File: config.mk
export PLATFORM = sky130hd
export DESIGN_NAME = threshold_crossing_time_measure_flat
export DESIGN_NICKNAME = d
export VERILOG_FILES = /design/src/tctm_pkg.sv /design/src/tctm_if.sv /design/src/threshold_crossing_time_measure.sv /design/src/tctm_datapath.sv /design/src/tctm_ctrl.sv /design/src/flat_wrapper.sv
export VERILOG_INCLUDE_DIRS = /design/src /design/src/src
export SDC_FILE = /design/constraint.sdc
export NUM_CORES = 2
export LEC_CHECK = 0
export BUFFER_PORTS_ARGS = -buffer_cell sky130_fd_sc_hd__clkbuf_2
export CORE_MARGIN = 2
export CORE_UTILIZATION = 26
export DETAILED_ROUTE_END_ITERATION = 6
export PLACE_DENSITY_LB_ADDON = 0.3
export SLEW_MARGIN = 15
export SYNTH_ARGS = -nofsm -noshare
export SYNTH_HDL_FRONTEND = slang
export SYNTH_SLANG_ARGS = --single-unit
File: constraint.sdc
create_clock -name clk -period 21.3 [get_ports clk]
set_input_delay 4.26 -clock clk [delete_from_list [all_inputs] [get_ports clk]]
set_output_delay 4.26 -clock clk [all_outputs]
set_load 0.01 [all_outputs]
File: src/threshold_crossing_time_measure_macros.svh
// Assertion helpers used by the top-level module to check the block.
`ifndef THRESHOLD_CROSSING_TIME_MEASURE_MACROS_SVH
`define THRESHOLD_CROSSING_TIME_MEASURE_MACROS_SVH

// Consequent must hold in the same cycle as the antecedent.
`define TCTM_ASSERT_IMP(lbl, ante, cons, msg) \
  lbl: assert property (@(posedge clk) disable iff (!rst_n) (ante) |-> (cons)) \
    else $error(msg);

// Consequent must hold in the cycle after the antecedent.
`define TCTM_ASSERT_NEXT(lbl, ante, cons, msg) \
  lbl: assert property (@(posedge clk) disable iff (!rst_n) (ante) |=> (cons)) \
    else $error(msg);

`endif

File: src/tctm_pkg.sv
package tctm_pkg;

  localparam int TIME_BITS_DEF  = 48;
  localparam int VALUE_BITS_DEF = 32;
  localparam int CFG_IDX_W      = 3;

  typedef enum logic [CFG_IDX_W-1:0] {
    CFG_THRESHOLD    = 3'd0,
    CFG_FALLING_EDGE = 3'd1,
    CFG_REPORT_LAST  = 3'd2,
    CFG_WINDOW_START = 3'd3,
    CFG_WINDOW_END   = 3'd4
  } tctm_cfg_idx_t;

  typedef enum logic [1:0] {
    PH_WAITING,
    PH_READY,
    PH_DONE
  } tctm_phase_t;

  typedef enum logic [1:0] {
    ST_IDLE,
    ST_EVAL,
    ST_DIV,
    ST_REPORT
  } tctm_state_t;

  typedef struct packed {
    logic load_sample;
    logic load_lower;
    logic div_start;
    logic div_step;
    logic report;
  } tctm_cmd_t;

  typedef struct packed {
    logic in_window;
    logic beyond;
    logic past;
    logic eor;
    logic div_last;
    logic report_last;
  } tctm_status_t;

endpackage

File: src/tctm_if.sv
interface tctm_in_if #(
  parameter int TIME_BITS  = tctm_pkg::TIME_BITS_DEF,
  parameter int VALUE_BITS = tctm_pkg::VALUE_BITS_DEF
);
  logic                         valid;
  logic                         ready;
  logic [TIME_BITS-1:0]         sample_time;
  logic signed [VALUE_BITS-1:0] sample_value;
  logic                         end_of_record;

  modport source (output valid, output sample_time, output sample_value,
                  output end_of_record, input ready);
  modport sink (input valid, input sample_time, input sample_value,
                input end_of_record, output ready);
endinterface

interface tctm_out_if #(
  parameter int TIME_BITS = tctm_pkg::TIME_BITS_DEF
);
  logic                 valid;
  logic                 ready;
  logic [TIME_BITS-1:0] crossing_time;
  logic                 found;

  modport source (output valid, output crossing_time, output found, input ready);
  modport sink (input valid, input crossing_time, input found, output ready);
endinterface

interface tctm_cfg_if #(
  parameter int DATA_W = tctm_pkg::TIME_BITS_DEF
);
  logic                           valid;
  logic                           ready;
  logic [tctm_pkg::CFG_IDX_W-1:0] index;
  logic [DATA_W-1:0]              data;

  modport source (output valid, output index, output data, input ready);
  modport sink (input valid, input index, input data, output ready);
endinterface

File: src/threshold_crossing_time_measure.sv
// Channel  Direction  Payload
// in_ch    sink       sample_time, sample_value, end_of_record
// out_ch   source     crossing_time, found
// cfg_ch   sink       index, data (ready outside reset)
//
// A sample without a crossing is accepted in ST_IDLE and evaluated in ST_EVAL.
// A completing sample then steps the two-bit-per-cycle divider in ST_DIV over the
// whole time span, rounded up to an even width.
// An end-of-record sample then passes through ST_REPORT, which loads the output register.
// Reset is synchronous and active low and restores configuration and control state.
// A result waiting on out_ch stalls the block only at the next end-of-record.
`include "threshold_crossing_time_measure_macros.svh"

module threshold_crossing_time_measure #(
  parameter int TIME_BITS  = tctm_pkg::TIME_BITS_DEF,
  parameter int VALUE_BITS = tctm_pkg::VALUE_BITS_DEF
) (
  input  logic       clk,
  input  logic       rst_n,
  tctm_in_if.sink    in_ch,
  tctm_out_if.source out_ch,
  tctm_cfg_if.sink   cfg_ch
);
  import tctm_pkg::*;

  localparam int CFG_DW = (TIME_BITS > VALUE_BITS) ? TIME_BITS : VALUE_BITS;

  tctm_cmd_t    cmd;
  tctm_status_t status;

  assign cfg_ch.ready = rst_n;

  tctm_ctrl u_ctrl (
    .clk       (clk),
    .rst_n     (rst_n),
    .in_valid  (in_ch.valid),
    .in_ready  (in_ch.ready),
    .out_valid (out_ch.valid),
    .out_ready (out_ch.ready),
    .status    (status),
    .cmd       (cmd)
  );

  tctm_datapath #(
    .TIME_BITS  (TIME_BITS),
    .VALUE_BITS (VALUE_BITS),
    .CFG_DW     (CFG_DW)
  ) u_datapath (
    .clk       (clk),
    .rst_n     (rst_n),
    .cfg_wr    (cfg_ch.valid && cfg_ch.ready),
    .cfg_index (cfg_ch.index),
    .cfg_data  (CFG_DW'(cfg_ch.data)),
    .in_time   (in_ch.sample_time[TIME_BITS-1:0]),
    .in_value  (in_ch.sample_value[VALUE_BITS-1:0]),
    .in_eor    (in_ch.end_of_record),
    .cmd       (cmd),
    .status    (status),
    .out_time  (out_ch.crossing_time),
    .out_found (out_ch.found)
  );

  `TCTM_ASSERT_NEXT(a_busy_after_accept, in_ch.valid && in_ch.ready, !in_ch.ready, "ready held")
  `TCTM_ASSERT_IMP(a_report_slot_free, cmd.report, !out_ch.valid || out_ch.ready, "lost result")
  `TCTM_ASSERT_NEXT(a_report_shows, cmd.report, out_ch.valid, "report not presented")
  `TCTM_ASSERT_NEXT(a_div_runs, cmd.div_start, cmd.div_step, "divider not stepped")

endmodule

File: src/tctm_datapath.sv
module tctm_datapath #(
  parameter int TIME_BITS  = tctm_pkg::TIME_BITS_DEF,
  parameter int VALUE_BITS = tctm_pkg::VALUE_BITS_DEF,
  parameter int CFG_DW     = tctm_pkg::TIME_BITS_DEF
) (
  input  logic                           clk,
  input  logic                           rst_n,
  input  logic                           cfg_wr,
  input  logic [tctm_pkg::CFG_IDX_W-1:0] cfg_index,
  input  logic [CFG_DW-1:0]              cfg_data,
  input  logic [TIME_BITS-1:0]           in_time,
  input  logic signed [VALUE_BITS-1:0]   in_value,
  input  logic                           in_eor,
  input  tctm_pkg::tctm_cmd_t            cmd,
  output tctm_pkg::tctm_status_t         status,
  output logic [TIME_BITS-1:0]           out_time,
  output logic                           out_found
);
  import tctm_pkg::*;

  localparam int DW     = VALUE_BITS + 1;
  localparam int SPAN_W = TIME_BITS + (TIME_BITS % 2);
  localparam int STEPS  = SPAN_W / 2;
  localparam int CNT_W  = $clog2(STEPS);

  logic signed [VALUE_BITS-1:0] thr_r;
  logic                         falling_r;
  logic                         last_r;
  logic [TIME_BITS-1:0]         ws_r;
  logic [TIME_BITS-1:0]         we_r;

  logic [TIME_BITS-1:0]         t_r;
  logic signed [VALUE_BITS-1:0] v_r;
  logic                         eor_r;
  logic [TIME_BITS-1:0]         lt_r;
  logic signed [VALUE_BITS-1:0] lv_r;
  logic [TIME_BITS-1:0]         best_r;
  logic                         found_r;

  logic [DW-1:0]                num_r;
  logic [DW-1:0]                den_r;
  logic [DW-1:0]                rem_r;
  logic [TIME_BITS-1:0]         q_r;
  logic [SPAN_W-1:0]            span_r;
  logic [CNT_W-1:0]             cnt_r;

  logic [TIME_BITS-1:0]         out_time_r;
  logic                         out_found_r;

  logic signed [DW-1:0]         dnum;
  logic signed [DW-1:0]         dden;
  logic [DW-1:0]                mnum;
  logic [DW-1:0]                mden;
  logic [TIME_BITS-1:0]         span0;

  logic [DW-1:0]                rem_nxt;
  logic [TIME_BITS-1:0]         q_nxt;

  always_ff @(posedge clk) begin
    if (!rst_n) begin
      thr_r     <= '0;
      falling_r <= 1'b0;
      last_r    <= 1'b0;
      ws_r      <= '0;
      we_r      <= '1;
    end else if (cfg_wr) begin
      unique case (cfg_index)
        CFG_THRESHOLD:    thr_r     <= cfg_data[VALUE_BITS-1:0];
        CFG_FALLING_EDGE: falling_r <= cfg_data[0];
        CFG_REPORT_LAST:  last_r    <= cfg_data[0];
        CFG_WINDOW_START: ws_r      <= cfg_data[TIME_BITS-1:0];
        CFG_WINDOW_END:   we_r      <= cfg_data[TIME_BITS-1:0];
        default: ;
      endcase
    end
  end

  always_comb begin
    status.in_window   = (t_r >= ws_r) && (t_r <= we_r);
    status.beyond      = falling_r ? (v_r > thr_r) : (v_r < thr_r);
    status.past        = falling_r ? (v_r < thr_r) : (v_r > thr_r);
    status.eor         = eor_r;
    status.div_last    = (cnt_r == '0);
    status.report_last = last_r;
  end

  always_comb begin
    dnum  = $signed({thr_r[VALUE_BITS-1], thr_r}) - $signed({lv_r[VALUE_BITS-1], lv_r});
    dden  = $signed({v_r[VALUE_BITS-1], v_r}) - $signed({lv_r[VALUE_BITS-1], lv_r});
    mnum  = dnum[DW-1] ? DW'(-dnum) : DW'(dnum);
    mden  = dden[DW-1] ? DW'(-dden) : DW'(dden);
    span0 = (t_r >= lt_r) ? (t_r - lt_r) : '0;
  end

  // Two bits of the span per cycle; the remainder stays below the divisor.
  always_comb begin
    logic [DW+1:0] acc;
    logic [1:0]    k;
    rem_nxt = rem_r;
    q_nxt   = q_r;
    acc     = '0;
    k       = 2'd0;
    for (int i = 0; i < 2; i++) begin
      acc = {1'b0, rem_nxt, 1'b0} + (span_r[SPAN_W-1-i] ? {2'b00, num_r} : '0);
      if (acc >= {1'b0, den_r, 1'b0}) begin
        acc = acc - {1'b0, den_r, 1'b0};
        k   = 2'd2;
      end else if (acc >= {2'b00, den_r}) begin
        acc = acc - {2'b00, den_r};
        k   = 2'd1;
      end else begin
        k   = 2'd0;
      end
      rem_nxt = acc[DW-1:0];
      q_nxt   = {q_nxt[TIME_BITS-2:0], 1'b0} + TIME_BITS'(k);
    end
  end

  always_ff @(posedge clk) begin
    if (cmd.load_sample) begin
      t_r   <= in_time;
      v_r   <= in_value;
      eor_r <= in_eor;
    end
    if (cmd.load_lower) begin
      lt_r <= t_r;
      lv_r <= v_r;
    end
    if (cmd.div_start) begin
      num_r  <= mnum;
      den_r  <= mden;
      rem_r  <= '0;
      q_r    <= '0;
      span_r <= SPAN_W'(span0);
      cnt_r  <= CNT_W'(STEPS - 1);
    end else if (cmd.div_step) begin
      span_r <= {span_r[SPAN_W-3:0], 2'b00};
      rem_r  <= rem_nxt;
      q_r    <= q_nxt;
      cnt_r  <= cnt_r - CNT_W'(1);
      if (cnt_r == '0) begin
        best_r <= lt_r + q_nxt;
      end
    end
    if (cmd.report) begin
      out_time_r  <= found_r ? best_r : '0;
      out_found_r <= found_r;
    end
  end

  always_ff @(posedge clk) begin
    if (!rst_n) begin
      found_r <= 1'b0;
    end else if (cmd.report) begin
      found_r <= 1'b0;
    end else if (cmd.div_step && cnt_r == '0) begin
      found_r <= 1'b1;
    end
  end

  assign out_time  = out_time_r;
  assign out_found = out_found_r;

endmodule

File: src/tctm_ctrl.sv
module tctm_ctrl (
  input  logic                   clk,
  input  logic                   rst_n,
  input  logic                   in_valid,
  output logic                   in_ready,
  output logic                   out_valid,
  input  logic                   out_ready,
  input  tctm_pkg::tctm_status_t status,
  output tctm_pkg::tctm_cmd_t    cmd
);
  import tctm_pkg::*;

  tctm_state_t state_r, state_nxt;
  tctm_phase_t phase_r, phase_nxt;
  logic        out_valid_r, out_valid_nxt;

  always_ff @(posedge clk) begin
    if (!rst_n) begin
      state_r     <= ST_IDLE;
      phase_r     <= PH_WAITING;
      out_valid_r <= 1'b0;
    end else begin
      state_r     <= state_nxt;
      phase_r     <= phase_nxt;
      out_valid_r <= out_valid_nxt;
    end
  end

  always_comb begin
    cmd       = '0;
    in_ready  = 1'b0;
    state_nxt = state_r;
    phase_nxt = phase_r;
    unique case (state_r)
      ST_IDLE: begin
        in_ready = rst_n;
        if (in_valid && rst_n) begin
          cmd.load_sample = 1'b1;
          state_nxt       = ST_EVAL;
        end
      end
      ST_EVAL: begin
        state_nxt = status.eor ? ST_REPORT : ST_IDLE;
        if (status.in_window && phase_r != PH_DONE) begin
          if (phase_r == PH_WAITING) begin
            if (status.beyond) begin
              cmd.load_lower = 1'b1;
              phase_nxt      = PH_READY;
            end
          end else if (status.past) begin
            cmd.div_start = 1'b1;
            state_nxt     = ST_DIV;
          end else begin
            cmd.load_lower = 1'b1;
          end
        end
      end
      ST_DIV: begin
        cmd.div_step = 1'b1;
        if (status.div_last) begin
          phase_nxt = status.report_last ? PH_WAITING : PH_DONE;
          state_nxt = status.eor ? ST_REPORT : ST_IDLE;
        end
      end
      ST_REPORT: begin
        if (!out_valid_r || out_ready) begin
          cmd.report = 1'b1;
          phase_nxt  = PH_WAITING;
          state_nxt  = ST_IDLE;
        end
      end
      default: state_nxt = ST_IDLE;
    endcase

    if (cmd.report) begin
      out_valid_nxt = 1'b1;
    end else if (out_ready) begin
      out_valid_nxt = 1'b0;
    end else begin
      out_valid_nxt = out_valid_r;
    end
  end

  assign out_valid = out_valid_r;

endmodule
File: src/flat_wrapper.sv
// flat-port wrapper written by rule: the top's interface ports become plain ports
module threshold_crossing_time_measure_flat import tctm_pkg::*;
#(
  parameter int TIME_BITS  = tctm_pkg::TIME_BITS_DEF,
  parameter int VALUE_BITS = tctm_pkg::VALUE_BITS_DEF
)
  (clk, rst_n, in_ch_valid, in_ch_sample_time, in_ch_sample_value, in_ch_end_of_record, in_ch_ready, out_ch_valid, out_ch_crossing_time, out_ch_found, out_ch_ready, cfg_ch_valid, cfg_ch_index, cfg_ch_data, cfg_ch_ready);
  tctm_in_if #(.TIME_BITS(TIME_BITS), .VALUE_BITS(VALUE_BITS)) in_ch_i ();
  tctm_out_if #(.TIME_BITS(TIME_BITS)) out_ch_i ();
  tctm_cfg_if cfg_ch_i ();
  input  logic clk;
  input  logic rst_n;
  input wire logic [$bits(in_ch_i.valid)-1:0] in_ch_valid;
  input wire logic [$bits(in_ch_i.sample_time)-1:0] in_ch_sample_time;
  input wire logic [$bits(in_ch_i.sample_value)-1:0] in_ch_sample_value;
  input wire logic [$bits(in_ch_i.end_of_record)-1:0] in_ch_end_of_record;
  output wire logic [$bits(in_ch_i.ready)-1:0] in_ch_ready;
  output wire logic [$bits(out_ch_i.valid)-1:0] out_ch_valid;
  output wire logic [$bits(out_ch_i.crossing_time)-1:0] out_ch_crossing_time;
  output wire logic [$bits(out_ch_i.found)-1:0] out_ch_found;
  input wire logic [$bits(out_ch_i.ready)-1:0] out_ch_ready;
  input wire logic [$bits(cfg_ch_i.valid)-1:0] cfg_ch_valid;
  input wire logic [$bits(cfg_ch_i.index)-1:0] cfg_ch_index;
  input wire logic [$bits(cfg_ch_i.data)-1:0] cfg_ch_data;
  output wire logic [$bits(cfg_ch_i.ready)-1:0] cfg_ch_ready;
  assign in_ch_i.valid = in_ch_valid;
  assign in_ch_i.sample_time = in_ch_sample_time;
  assign in_ch_i.sample_value = in_ch_sample_value;
  assign in_ch_i.end_of_record = in_ch_end_of_record;
  assign in_ch_ready = in_ch_i.ready;
  assign out_ch_valid = out_ch_i.valid;
  assign out_ch_crossing_time = out_ch_i.crossing_time;
  assign out_ch_found = out_ch_i.found;
  assign out_ch_i.ready = out_ch_ready;
  assign cfg_ch_i.valid = cfg_ch_valid;
  assign cfg_ch_i.index = cfg_ch_index;
  assign cfg_ch_i.data = cfg_ch_data;
  assign cfg_ch_ready = cfg_ch_i.ready;
  threshold_crossing_time_measure #(.TIME_BITS(TIME_BITS), .VALUE_BITS(VALUE_BITS)) u_core (.clk(clk), .rst_n(rst_n), .in_ch(in_ch_i), .out_ch(out_ch_i), .cfg_ch(cfg_ch_i));
endmodule
==> run_results.csv <==
group,metric,value,unit
drt,wire_per_inst,20.8,µm
synthesis,yosys.area.top_type,"edfxtp_1",
finish,synthToLayoutAreaGrowth,13.0,%
cts,clockRootBuffer,"clkbuf_16",
placed_design,io_buffers,188,
synthesis,syn_area,0.0456,mm²
timing,setup_tns,0,ns
run,drv_cap,0,
worst_setup_path,r2r_setup_slack,4.90,ns
timing,finalSetupViolations,0,
cts,cts_resized,0,
worst_setup_path,critical_path.top_delay_family,"compound AO/OA/AOI/OAI gates",
global_routing,grt_max_degree,97,
global_routing,overflow,0,
finish,fin_cells,7718,
finish,post_route_cells_drive_above_1_share,0.0744,
synthesis,synth_async_sr_flop_share,0,
cts,clk-insertion-delay-late,0.69,ns
timing,slew_headroom,0.266,
cts,cts_max_level,3,
timing,worst_slew_pin_slew,1.10,ns
drt,dr.pass1.iters,5,
worst_setup_path,cp-startpoint,"u_core.u_datapath.span_r[47]",
timing,finalWorstSetupSlack,4.90,ns
timing,post-route-period-util,0.770,
worst_setup_path,start_kind,"flop",
floorplanning,die_w,423,µm
worst_hold_path,hp-class,"reg2reg",
worst_setup_path,end_kind,"flop",
worst_setup_path,critPathMaxStageDelay,0.77,ns
floorplanning,start_util,0.262,
timing,fin_skew,0.0529,ns
cts,cts-buffers-inserted,72,
worst_setup_path,critical_path.slowest_cell,"nor4b_1",
worst_setup_path,crit_type,"reg2reg",
synthesis,syn_inst,5201,
global_routing,antenna_found_initial,10,
global_routing,grt_pass1_wl,240,mm
worst_hold_path,min_path_cells,2,
worst_setup_path,rr_startpoint,"u_core.u_datapath.span_r[47]",
timing,finalCriticalPeriod,16.40,ns
floorplanning,coreArea,0.174,mm²
finish,nets,5973,
finish,multiInputGateArea,0.0281,mm²
synthesis,netlist_top_cells_area,"edfxtp_1 24%, ha_1 14%, dfxtp_1 9.6%, xnor2_1 5.3%, a21oi_1 5.1%",
placed_design,gp_congestion,0.951,
timing,hold_viol,0,
worst_setup_path,worstRegToRegCells,66,
cts,holdBufCountCts,0,
worst_setup_path,r2r_end,"u_core.u_datapath.best_r[45]",
synthesis,seq_area_frac_synth,0.341,
worst_setup_path,crit_buf_inv,5,
global_routing,grt_use_total,0.175,
floorplanning,pin_count,189,
cts,clk_pin_slew,0.06,ns
cts,cts_setup_buffers,0,
drt,vias,39200,
cts,cts.path.max_buffers,3,
worst_setup_path,crit_top_cell,"o21ai_0",
drt,avgViaCountPerCell,5.08,
synthesis,synth_edf_count,372,
timing,max_freq,61.0,MHz
synthesis,ys_warn_count,0,
timing,drv_slew,0,
floorplanning,dieArea,0.179,mm²
global_routing,grt_pass1_vias,37800,
drt,routed_wl,161,mm
worst_hold_path,hold_start,"u_core.u_datapath.ws_r[13]",
synthesis,synth_area_per_cell,8.78,µm²
cts,tritoncts,"done",
worst_setup_path,worstPathRequired,21.72,ns
drt,ant_nets,0,
run_status,status,"finished clean",
worst_setup_path,path_max_fanout,51,
worst_setup_path,cp.arrival,16.82,ns
drt,post-route-drc-count,0,
synthesis,synth_nets,5841,
synthesis,ys_ff_latch,592,
timing,rsz0062_at_grt,"false",
cts,clkSinkCount,592,
floorplanning,die_h,423,µm
synthesis,synth_cell_types,95,
placed_design,pre_cts_ws,5.06,ns
drt,drt-initial-drc-count,2826,
synthesis,synthFlopType,"edfxtp_1",
worst_hold_path,hold_end,"u_core.u_datapath.ws_r[13]",
placed_design,dpl.hpwl,129,mm
synthesis,synth_top_area_frac,0.245,
floorplanning,rows,153,
placed_design,dp_cells,7584,
finish,fillCellCount,18500,
finish,seq_area,0.0156,mm²
finish,utilization,0.296,
## cell families after synthesis
kind of cell    Yosys count  synth area share
xor+xnor                444            0.0852
compound gates         1522             0.213
mux                      50            0.0113
simple gates           1544             0.164
flops                   592             0.341
buf+inv                 546            0.0455
fa+ha+maj               503             0.140
## cell usage after synthesis (11+ instances only)
cell type / number
dfxtp_1: 220
a221oi_1: 11
nand2_1: 530
a211o_1: 19
nor3_1: 87
nand3_1: 112
nand2b_1: 60
o211ai_1: 56
a211oi_1: 36
a21boi_0: 15
inv_1: 378
xor2_1: 167
and3_1: 43
nand4_1: 75
ha_1: 493
and2_1: 130
xnor2_1: 277
nor2_1: 309
o21bai_1: 47
o21a_1: 62
clkbuf_1: 141
edfxtp_1: 372
nand3b_1: 18
or3_1: 20
o21ai_0: 288
nor2b_1: 52
and4_1: 18
mux2i_1: 46
a31oi_1: 113
a22o_1: 38
a21o_1: 176
a21oi_1: 464
o31ai_1: 30
nor4_1: 26
o221ai_1: 26
buf_2: 14
## state kept, by name, indices dropped and copies added (netlist names), 2 cells and up
name                        cells
u_core.u_datapath.num_r        33
u_core.u_datapath.den_r        33
u_core.u_ctrl.state_r           2
u_core.u_datapath.ws_r         48
u_core.u_datapath.t_r          48
u_core.u_datapath.lv_r         32
u_core.u_datapath.rem_r        33
u_core.u_datapath.v_r          32
u_core.u_datapath.best_r       48
u_core.u_datapath.lt_r         48
u_core.u_datapath.thr_r        32
u_core.u_datapath.out_time     48
u_core.u_datapath.we_r         48
u_core.u_datapath.cnt_r         5
u_core.u_datapath.q_r          46
u_core.u_datapath.span_r       48
u_core.u_ctrl.phase_r           2
## worst max-delay path by stage
stage	endpoint	cells after the start
2_1_floorplan	u_core.u_datapath.lt_r[0]	10
3_3_place_gp	u_core.u_datapath.best_r[45]	65
3_5_place_dp	u_core.u_datapath.best_r[45]	66
4_1_cts	u_core.u_datapath.best_r[45]	66
5_1_grt	u_core.u_datapath.best_r[45]	66
6_report	u_core.u_datapath.best_r[45]	66
## final cells by class
class | count | area share
multi-input combinational | 4063 | 0.544
inverter | 382 | 0.0278
timing repair buffer | 222 | 0.0232
sequential | 592 | 0.302
antenna | 2 | 0.0000970
clock buffer | 88 | 0.0379
clock inverter | 44 | 0.00847
tap | 2325 | 0.0564
## placed cells by master, fill, tap and decap left out, types with 73 or more instances in the layout
cell type / n
a21o_1: 176
nand3_1: 111
and2_1: 130
nor2_1: 305
ha_1: 493
inv_1: 378
a21oi_1: 464
xnor2_1: 277
clkbuf_16: 73
dfxtp_1: 219
a31oi_1: 112
nand4_1: 75
o21ai_0: 288
clkbuf_2: 188
edfxtp_1: 372
nand2_1: 530
xor2_1: 167
nor3_1: 86
## routing by layer
layer | global-route usage | vias up | share of wire | routed length (µm)
met5 | 0 | - | 0.00048 | 77
met4 | 0.0607 | 12 | 0.033 | 5360
met3 | 0.0201 | 200 | 0.046 | 7400
met2 | 0.278 | 974 | 0.44 | 71400
met1 | 0.243 | 18900 | 0.48 | 76400
li1 | - | 19200 | - | -
## worst min-delay path: cells and delay by family (launching register included)
| kind | cells | cell delay (ns) |
|---|---|---|
| DFF | 1 | 0.30 |
| and+or+nand+nor | 1 | 0.05 |
| AOI/OAI and AO/OA | 1 | 0.05 |
## stage by stage
step                cell area (µm²)  hold WS, ns
finish                        51600        0.453
global route                  51600        0.472
CTS                           51600        0.455
detailed placement            49200        0.446
global placement              49200        0.437
floorplan                     45600        0.426
Power is not shown: default switching activity piles up to over one toggle a cycle in this logic, so the estimate is an artifact.
